[src/rtl/bdch_pkg.sv]
// ----------------------------------------------------------------------------
// bdch_pkg
// Shared types and constants for the button debounce / click / hold block.
// ----------------------------------------------------------------------------
package bdch_pkg;

    // Configuration port geometry
    localparam int CFG_IDX_W  = 2;
    localparam int CFG_DATA_W = 16;

    // Register indexes
    localparam logic [CFG_IDX_W-1:0] REG_ACTIVE_LOW  = 2'd0;
    localparam logic [CFG_IDX_W-1:0] REG_DEBOUNCE_MS = 2'd1;
    localparam logic [CFG_IDX_W-1:0] REG_HOLD_MS     = 2'd2;
    localparam logic [CFG_IDX_W-1:0] REG_REPEAT_MS   = 2'd3;

    // Register reset values
    localparam logic                  RST_ACTIVE_LOW  = 1'b1;
    localparam logic [CFG_DATA_W-1:0] RST_DEBOUNCE_MS = 16'd50;
    localparam logic [CFG_DATA_W-1:0] RST_HOLD_MS     = 16'd500;
    localparam logic [CFG_DATA_W-1:0] RST_REPEAT_MS   = 16'd100;

    // Millisecond time base width
    localparam int TIME_W = 32;

    // Stream beat widths
    localparam int IN_TDATA_W  = 8;
    localparam int OUT_TDATA_W = 8;

    // Configuration as seen by the event engine
    typedef struct packed {
        logic                  active_low;
        logic [CFG_DATA_W-1:0] debounce_ms;
        logic [CFG_DATA_W-1:0] hold_ms;
        logic [CFG_DATA_W-1:0] repeat_ms;
    } t_cfg;

    // One result beat
    typedef struct packed {
        logic repeat_pulse;
        logic holding;
        logic hold_event;
        logic click_event;
        logic pressed;
    } t_result;

endpackage

[src/rtl/bdch_cfg_regs.sv]
// ----------------------------------------------------------------------------
// bdch_cfg_regs
// Configuration register file, written through a plain write port.
// ----------------------------------------------------------------------------
module bdch_cfg_regs (
    input  logic                          i_clk,
    input  logic                          i_rst_n,
    input  logic                          i_cfg_we,
    input  logic [bdch_pkg::CFG_IDX_W-1:0]  i_cfg_idx,
    input  logic [bdch_pkg::CFG_DATA_W-1:0] i_cfg_wdata,
    output bdch_pkg::t_cfg                o_cfg
);
    import bdch_pkg::*;

    t_cfg r_cfg;

    // Write the addressed register, keep the rest
    always_ff @(posedge i_clk) begin
        if (!i_rst_n) begin
            r_cfg.active_low  <= RST_ACTIVE_LOW;
            r_cfg.debounce_ms <= RST_DEBOUNCE_MS;
            r_cfg.hold_ms     <= RST_HOLD_MS;
            r_cfg.repeat_ms   <= RST_REPEAT_MS;
        end else if (i_cfg_we) begin
            case (i_cfg_idx)
                REG_ACTIVE_LOW:  r_cfg.active_low  <= i_cfg_wdata[0];
                REG_DEBOUNCE_MS: r_cfg.debounce_ms <= i_cfg_wdata;
                REG_HOLD_MS:     r_cfg.hold_ms     <= i_cfg_wdata;
                REG_REPEAT_MS:   r_cfg.repeat_ms   <= i_cfg_wdata;
                default: ;
            endcase
        end
    end

    assign o_cfg = r_cfg;

endmodule

[src/rtl/bdch_in_stage.sv]
// ----------------------------------------------------------------------------
// bdch_in_stage
// Input register for the pin sample stream.
// ----------------------------------------------------------------------------
module bdch_in_stage (
    input  logic i_clk,
    input  logic i_rst_n,
    input  logic i_valid,
    output logic o_ready,
    input  logic i_pin,
    input  logic i_take,
    output logic o_valid,
    output logic o_pin
);
    logic r_valid;
    logic r_pin;

    // Accept when empty or when the held beat moves on this cycle
    assign o_ready = !r_valid || i_take;

    // Hold the valid flag
    always_ff @(posedge i_clk) begin
        if (!i_rst_n) begin
            r_valid <= 1'b0;
        end else if (o_ready) begin
            r_valid <= i_valid;
        end
    end

    // Capture the sample
    always_ff @(posedge i_clk) begin
        if (o_ready && i_valid) begin
            r_pin <= i_pin;
        end
    end

    assign o_valid = r_valid;
    assign o_pin   = r_pin;

endmodule

[src/rtl/bdch_engine.sv]
// ----------------------------------------------------------------------------
// bdch_engine
// Debounce, click, hold and repeat logic with its state and result register.
// ----------------------------------------------------------------------------
module bdch_engine (
    input  logic              i_clk,
    input  logic              i_rst_n,
    input  bdch_pkg::t_cfg    i_cfg,
    input  logic              i_valid,
    input  logic              i_pin,
    output logic              o_take,
    output logic              o_valid,
    input  logic              i_ready,
    output bdch_pkg::t_result o_result
);
    import bdch_pkg::*;

    logic [TIME_W-1:0] r_now;
    logic              r_deb;
    logic [TIME_W-1:0] r_last_change;
    logic [TIME_W-1:0] r_press_start;
    logic              r_hold_reported;
    logic              r_hold_active;
    logic [TIME_W-1:0] r_last_repeat;
    logic              r_out_valid;
    t_result           r_result;

    logic [TIME_W-1:0] n_last_change;
    logic [TIME_W-1:0] n_press_start;
    logic              n_deb;
    logic              n_hold_reported;
    logic              n_hold_active;
    logic [TIME_W-1:0] n_last_repeat;
    t_result           n_result;

    logic              w_level;
    logic [TIME_W-1:0] w_since_change;
    logic [TIME_W-1:0] w_since_press;
    logic [TIME_W-1:0] w_since_repeat;
    logic              w_change;
    logic              w_hold_ev;
    logic              w_rep;

    // Move a beat into the result register when it is free or being drained
    assign o_take = i_valid && (!r_out_valid || i_ready);

    // Elapsed times, all modulo 2^32
    assign w_level        = i_pin ^ i_cfg.active_low;
    assign w_since_change = r_now - r_last_change;
    assign w_since_press  = r_now - r_press_start;
    assign w_since_repeat = r_now - r_last_repeat;

    // Accept a new debounced level
    assign w_change = (w_level != r_deb) &&
                      (w_since_change > {{(TIME_W-CFG_DATA_W){1'b0}}, i_cfg.debounce_ms});

    // Next state and result for this tick
    always_comb begin
        n_deb           = r_deb;
        n_last_change   = r_last_change;
        n_press_start   = r_press_start;
        n_hold_reported = r_hold_reported;
        n_hold_active   = r_hold_active;
        n_last_repeat   = r_last_repeat;
        n_result        = '0;

        if (w_change) begin
            n_deb         = w_level;
            n_last_change = r_now;
            if (w_level) begin
                n_press_start   = r_now;
                n_hold_reported = 1'b0;
            end else begin
                n_result.click_event =
                    (w_since_press < {{(TIME_W-CFG_DATA_W){1'b0}}, i_cfg.hold_ms}) &&
                    !r_hold_reported;
                n_hold_active = 1'b0;
            end
        end

        // An accepted change restarts the change timer, so no hold then
        w_hold_ev = w_level && !w_change && !n_hold_active &&
                    (w_since_change > {{(TIME_W-CFG_DATA_W){1'b0}}, i_cfg.hold_ms});
        if (w_hold_ev) begin
            n_hold_active   = 1'b1;
            n_hold_reported = 1'b1;
        end

        w_rep = n_hold_active &&
                (w_since_repeat >= {{(TIME_W-CFG_DATA_W){1'b0}}, i_cfg.repeat_ms});
        if (w_rep) begin
            n_last_repeat = r_now;
        end

        n_result.pressed      = n_deb;
        n_result.hold_event   = w_hold_ev;
        n_result.holding      = n_hold_active;
        n_result.repeat_pulse = w_rep;
    end

    // Advance state and the output valid flag
    always_ff @(posedge i_clk) begin
        if (!i_rst_n) begin
            r_now           <= '0;
            r_deb           <= 1'b0;
            r_last_change   <= '0;
            r_press_start   <= '0;
            r_hold_reported <= 1'b0;
            r_hold_active   <= 1'b0;
            r_last_repeat   <= '0;
            r_out_valid     <= 1'b0;
        end else begin
            if (o_take) begin
                r_now           <= r_now + 1'b1;
                r_deb           <= n_deb;
                r_last_change   <= n_last_change;
                r_press_start   <= n_press_start;
                r_hold_reported <= n_hold_reported;
                r_hold_active   <= n_hold_active;
                r_last_repeat   <= n_last_repeat;
                r_out_valid     <= 1'b1;
            end else if (i_ready) begin
                r_out_valid     <= 1'b0;
            end
        end
    end

    // Load the result register
    always_ff @(posedge i_clk) begin
        if (o_take) begin
            r_result <= n_result;
        end
    end

    assign o_valid  = r_out_valid;
    assign o_result = r_result;

    // A hold event always starts a hold in progress
    a_hold_ev_holding: assert property (@(posedge i_clk) disable iff (!i_rst_n)
        (r_out_valid && r_result.hold_event) |-> r_result.holding)
        else $error("hold_event without holding");

    // Repeat pulses only come while holding
    a_rep_holding: assert property (@(posedge i_clk) disable iff (!i_rst_n)
        (r_out_valid && r_result.repeat_pulse) |-> r_result.holding)
        else $error("repeat_pulse without holding");

    // A click is reported on an accepted release
    a_click_released: assert property (@(posedge i_clk) disable iff (!i_rst_n)
        (r_out_valid && r_result.click_event) |-> (!r_result.pressed && !r_result.holding))
        else $error("click_event while pressed or holding");

    // Time base advances exactly once per processed beat
    a_now_step: assert property (@(posedge i_clk) disable iff (!i_rst_n)
        $past(i_rst_n) && $past(o_take) |-> (r_now == $past(r_now) + 1'b1))
        else $error("time base did not advance with a beat");

endmodule

[src/rtl/button_debounce_click_hold_core.sv]
// ----------------------------------------------------------------------------
// button_debounce_click_hold_core
// Button debouncer with click, long-press hold and auto-repeat events.
// ----------------------------------------------------------------------------
// Usage:
//   Slave stream: one beat per millisecond tick, s_axis_tdata[0] = raw pin.
//   Master stream: one result beat per input beat, same order.
//   Config port: i_cfg_we / i_cfg_idx / i_cfg_wdata, written while idle;
//   index 0 active_low, 1 debounce_ms, 2 hold_ms, 3 repeat_ms.
// Path: an accepted beat is captured in the input register and moves into
//   the result register when that is free or being drained, from where it
//   is presented on m_axis.
// Throughput: one beat per cycle while m_axis_tready is high; the
//   single-pass event logic between the two registers sets that figure.
// Stall: when m_axis_tready is low the result register holds its beat, the
//   input register fills, and s_axis_tready drops only once both are full.
// Reset: synchronous active-low reset clears the millisecond counter, the
//   debounce/hold state and both valid flags, and loads the register
//   defaults (active_low 1, debounce 50, hold 500, repeat 100).
// ----------------------------------------------------------------------------
module button_debounce_click_hold_core (
    input  logic                                i_clk,
    input  logic                                i_rst_n,
    // Pin samples
    input  logic                                s_axis_tvalid,
    output logic                                s_axis_tready,
    input  logic [bdch_pkg::IN_TDATA_W-1:0]     s_axis_tdata,  // [0] raw_pin
    // Results
    output logic                                m_axis_tvalid,
    input  logic                                m_axis_tready,
    // [0] pressed, [1] click_event, [2] hold_event, [3] holding, [4] repeat_pulse
    output logic [bdch_pkg::OUT_TDATA_W-1:0]    m_axis_tdata,
    // Configuration
    input  logic                                i_cfg_we,
    input  logic [bdch_pkg::CFG_IDX_W-1:0]      i_cfg_idx,
    input  logic [bdch_pkg::CFG_DATA_W-1:0]     i_cfg_wdata
);
    import bdch_pkg::*;

    t_cfg    w_cfg;
    t_result w_result;
    logic    w_stage_valid;
    logic    w_stage_pin;
    logic    w_take;

    // Configuration registers
    bdch_cfg_regs u_cfg (
        .i_clk       (i_clk),
        .i_rst_n     (i_rst_n),
        .i_cfg_we    (i_cfg_we),
        .i_cfg_idx   (i_cfg_idx),
        .i_cfg_wdata (i_cfg_wdata),
        .o_cfg       (w_cfg)
    );

    // Input register
    bdch_in_stage u_in (
        .i_clk   (i_clk),
        .i_rst_n (i_rst_n),
        .i_valid (s_axis_tvalid),
        .o_ready (s_axis_tready),
        .i_pin   (s_axis_tdata[0]),
        .i_take  (w_take),
        .o_valid (w_stage_valid),
        .o_pin   (w_stage_pin)
    );

    // Event logic and result register
    bdch_engine u_engine (
        .i_clk    (i_clk),
        .i_rst_n  (i_rst_n),
        .i_cfg    (w_cfg),
        .i_valid  (w_stage_valid),
        .i_pin    (w_stage_pin),
        .o_take   (w_take),
        .o_valid  (m_axis_tvalid),
        .i_ready  (m_axis_tready),
        .o_result (w_result)
    );

    // Pack the result beat, lowest field first
    assign m_axis_tdata = {{(OUT_TDATA_W-5){1'b0}},
                           w_result.repeat_pulse,
                           w_result.holding,
                           w_result.hold_event,
                           w_result.click_event,
                           w_result.pressed};

endmodule

[config.mk]
export PLATFORM = sky130hd
export DESIGN_NAME = button_debounce_click_hold_core
export DESIGN_NICKNAME = d
export VERILOG_FILES = /design/src/rtl/bdch_pkg.sv /design/src/rtl/bdch_cfg_regs.sv /design/src/rtl/bdch_in_stage.sv /design/src/rtl/bdch_engine.sv /design/src/rtl/button_debounce_click_hold_core.sv
export SDC_FILE = /design/constraint.sdc
export NUM_CORES = 1
export LEC_CHECK = 0
export ABC_AREA = 0
export BUFFER_PORTS_ARGS = -buffer_cell sky130_fd_sc_hd__buf_2
export CAP_MARGIN = 10
export CORE_UTILIZATION = 60
export CTS_BUF_LIST = sky130_fd_sc_hd__clkbuf_4
export CTS_CLUSTER_SIZE = 10
export DETAILED_ROUTE_END_ITERATION = 16
export GPL_TIMING_DRIVEN = 0
export PLACE_DENSITY = 0.79
export SYNTH_ARGS = -nofsm -noshare
export SYNTH_HDL_FRONTEND = slang
export SYNTH_SLANG_ARGS = --single-unit
[constraint.sdc]
create_clock -name i_clk -period 6.3 [get_ports i_clk]
set_input_delay 1.26 -clock i_clk [delete_from_list [all_inputs] [get_ports i_clk]]
set_output_delay 1.26 -clock i_clk [all_outputs]
set_load 0.05 [all_outputs]
==> results.ini <==
[clock_tree]
cts_hold_buf=0
cts_buffer_depth=2
postCtsResizedCells=0
cts-htree-levels=4
cts_root_buf=clkbuf_4
clock_sinks=188
clk_pin_slew_worst_paths_ns=0.17
cts_tree=done
cts_buffers=17
post-cts-setup-buffer-count=0
clock_latency_ns=0.62

[routing]
via_per_inst=5.850
ant_nets=0
dr.pass1.iters=5
drc=0
drtIter0Drc=851
wire_per_inst_um=16.98
dr_total_vias=12820
drt_wl_total_um=37230

[sta]
setup_viol=0
skew_ns=0.03527
slew_violations=0
period_share_pct=93.65
worst_pin_slew_ns=0.8888
period_needed_ns=5.900
final.setup.tns_ns=0
rsz0062_at_grt=no
slew_headroom_pct=40.74
fmax_mhz=169.5
hold_viol=0

[die]
dieArea_mm2=0.02480
chipWidth_um=157.5
start_util_pct=61.42
row_count=56
io_pins=41
die_h_um=157.5
core_area_mm2=0.02361

[global_route]
grt_pass1_vias=11900
antenna_found_initial=1
track_usage_pct=30.99
grt_max_degree=20
grt_pass1_wl_um=60110
overflow=0

[synth]
syn_avg_cell_area_um2=8.013
synth_cell_types=81
netlist_area_mm2=0.01450
ys_warn_count=0
synth_top_area_share_pct=25.12
synthCells=1810
synth_edf_count=6
synthArstFlopShare_pct=0
synth-seq-area-share_pct=26.37
netlist_top_cells_area=dfxtp_1 25%, ha_1 14%, mux2i_1 7.2%
synth_seq_cells=188
synth_ff_type=dfxtp_1
synth_top_area_cell=dfxtp_1

[layout]
fillers=2058
area_delta_synth_final_pct=5.746
num-nets-final=2051
drive_above_1_share_pct=6.090

[flow_run]
maxCapViolCount=0

[power_and_ir_drop]
power.density_mw_per_mm2=149.9
irDropWorstVdd_uv=103.3
total_power_mw=2.298
leakage_nw=6.400

[placement]
place_congestion=0.9547
hpwl_um=29810
portBuffers=29

[worst_setup_path]
critPathMaxStageDelay_ns=0.71
crit_type=reg -> reg
worst_setup_path_start_kind=register
cp.required_ns=6.80
crit_path_end_kind=register
worstPathCellList=inv_1 -> fa_1 -> nand2b_1 -> a21oi_1 -> o21ai_0 -> o21bai_1 -> a21oi_1 -> xnor2_1 -> ha_1 -> nand4_1 -> or2_2 -> or4_1 -> nor2b_1 -> a22oi_1 -> o21bai_1 -> nor4b_1 -> and4_1 -> a221oi_4 -> nor3_4 -> buf_6 -> mux2i_1
cp.arrival_ns=6.40
crit_path_max_fanout=10
slowest_stage=dfxtp_1

[worst_hold_path]
holdCritPathClass=reg -> reg

[run_status]
outcome=completed

[cells in the mapped netlist, types with 4 or more instances]
master,n
a221oi_1,7
nand4_1,31
nand2b_1,16
o21ai_0,78
o21ai_1,7
a21o_1,46
and4_1,6
ha_1,157
and3_1,15
buf_2,16
clkbuf_1,49
o2111ai_1,5
or3_1,17
nand3_1,30
buf_4,4
a211oi_1,12
inv_1,171
xnor2_1,68
a21boi_0,52
mux2i_1,105
dfxtp_1,182
xor2_1,24
o22ai_1,7
o21a_1,18
nand2_1,233
a21oi_1,95
nor3_1,17
a2111oi_0,4
nor2_1,86
or2_2,6
nor4_1,7
a211o_1,4
o211ai_1,29
o31a_1,5
a31oi_1,5
o31ai_1,4
o21bai_1,10
a22oi_1,6
edfxtp_1,6
nor2b_1,76
and2_1,28
[worst paths after layout]
check                             startpoint                          to  slack, ns  cells past startpoint
setup reg to reg           u_engine.r_now[1]  u_engine.r_last_repeat[14]       0.40                     21
hold reg to reg   u_engine.r_last_repeat[18]  u_engine.r_last_repeat[18]       0.47                      2
hold / removal    u_engine.r_last_repeat[18]  u_engine.r_last_repeat[18]       0.47                      2
setup / recovery           u_engine.r_now[1]  u_engine.r_last_repeat[14]       0.40                     21
[cell type report]
type / count / area [um^2] / area share (%)
multi-input cells: 1379 / 9708 / 63.30
repair buffers: 29 / 145.1 / 0.9464
well taps: 319 / 399.1 / 2.603
flip-flops and latches: 188 / 3824 / 24.93
plain buffers: 74 / 336.6 / 2.195
inverters: 171 / 641.9 / 4.185
diodes: 1 / 2.502 / 0.01632
clock inverters: 14 / 151.4 / 0.9872
clock buffers: 17 / 127.6 / 0.8322
[metal layers]
layer | vias up | track usage (%) | part of all wire (%)
met1 | 5999 | 42.72 | 47
met3 | 58 | 4.488 | 6.3
met5 | - | 0 | 0
li1 | 6430 | - | -
met2 | 337 | 49.60 | 44
met4 | 0 | 9.801 | 2.6
[metrics by stage]
| step | hold slack, ns | area (um^2) | setup WS, ns | std cells | util, % |
|---|---|---|---|---|---|
| CTS | 0.4709 | 15330 | 0.4227 | 2191 | 64.94 |
| floorplan | 0.4347 | 14510 | 1.501 | 1812 | - |
| finish | 0.4701 | 15340 | 0.4002 | 2192 | 64.95 |
| detailed placement | 0.4464 | 15050 | 0.4609 | 2160 | 63.76 |
| global placement | 0.4430 | 15050 | 0.6078 | 2160 | 63.76 |
| global route | 0.4914 | 15340 | 0.06750 | 2192 | 64.95 |
[layout by cell type (no fill, tap or decap), drive strengths merged, types with 18 or more instances in the layout]
master  count
a21boi     53
a21o       48
a21oi      98
and2       29
buf        53
clkbuf     67
dfxtp     182
ha        157
inv       178
mux2i     105
nand2     233
nand3      30
nand4      31
nor2       86
nor2b      76
nor3       18
o211ai     30
o21a       18
o21ai      87
xnor2      68
xor2       24
[report_power, final]
group	total (mW)	internal, mW	switching (mW)
registers	1.23	1.22	0.0123
clock network	0.674	0.179	0.495
logic	0.394	0.158	0.237
[critical path, delay by kind of cell (launching register included)]
family,cells,cell delay [ns]
buffers and inverters,2,0.39
DFF,1,0.71
adders and majority gates,2,0.77
muxes,1,0.12
AOI/OAI and AO/OA,7,1.86
and+or+nand+nor,8,1.77
xor gates and xnor gates,1,0.17
[sequential cells by signal, summed over array words and instances (netlist names)]
register,flops
u_in.o_valid,1
u_engine.o_valid,1
u_engine.o_result,5
u_cfg.o_cfg,49
u_engine.r_hold_reported,1
u_in.o_pin,1
u_engine.r_last_change,32
u_engine.r_press_start,32
u_engine.r_deb,1
u_engine.r_now,32
u_engine.r_last_repeat,32
u_engine.r_hold_active,1
[cell families (layout without fill, tap and decap cells)]
kind of cell | after synthesis | count (layout) | share of synthesized area, %
and+or+nand+nor | 587 | 587 | 19.98
adders and majority gates | 160 | 160 | 13.96
DFF | 188 | 188 | 26.37
xor gates and xnor gates | 92 | 92 | 5.556
AOI/OAI and AO/OA | 431 | 431 | 20.04
muxes | 106 | 106 | 7.325
buffers and inverters | 245 | 305 | 6.747
other | 1 | 4 | 0.02586
Note: power is estimated with default switching activity, not from simulation.
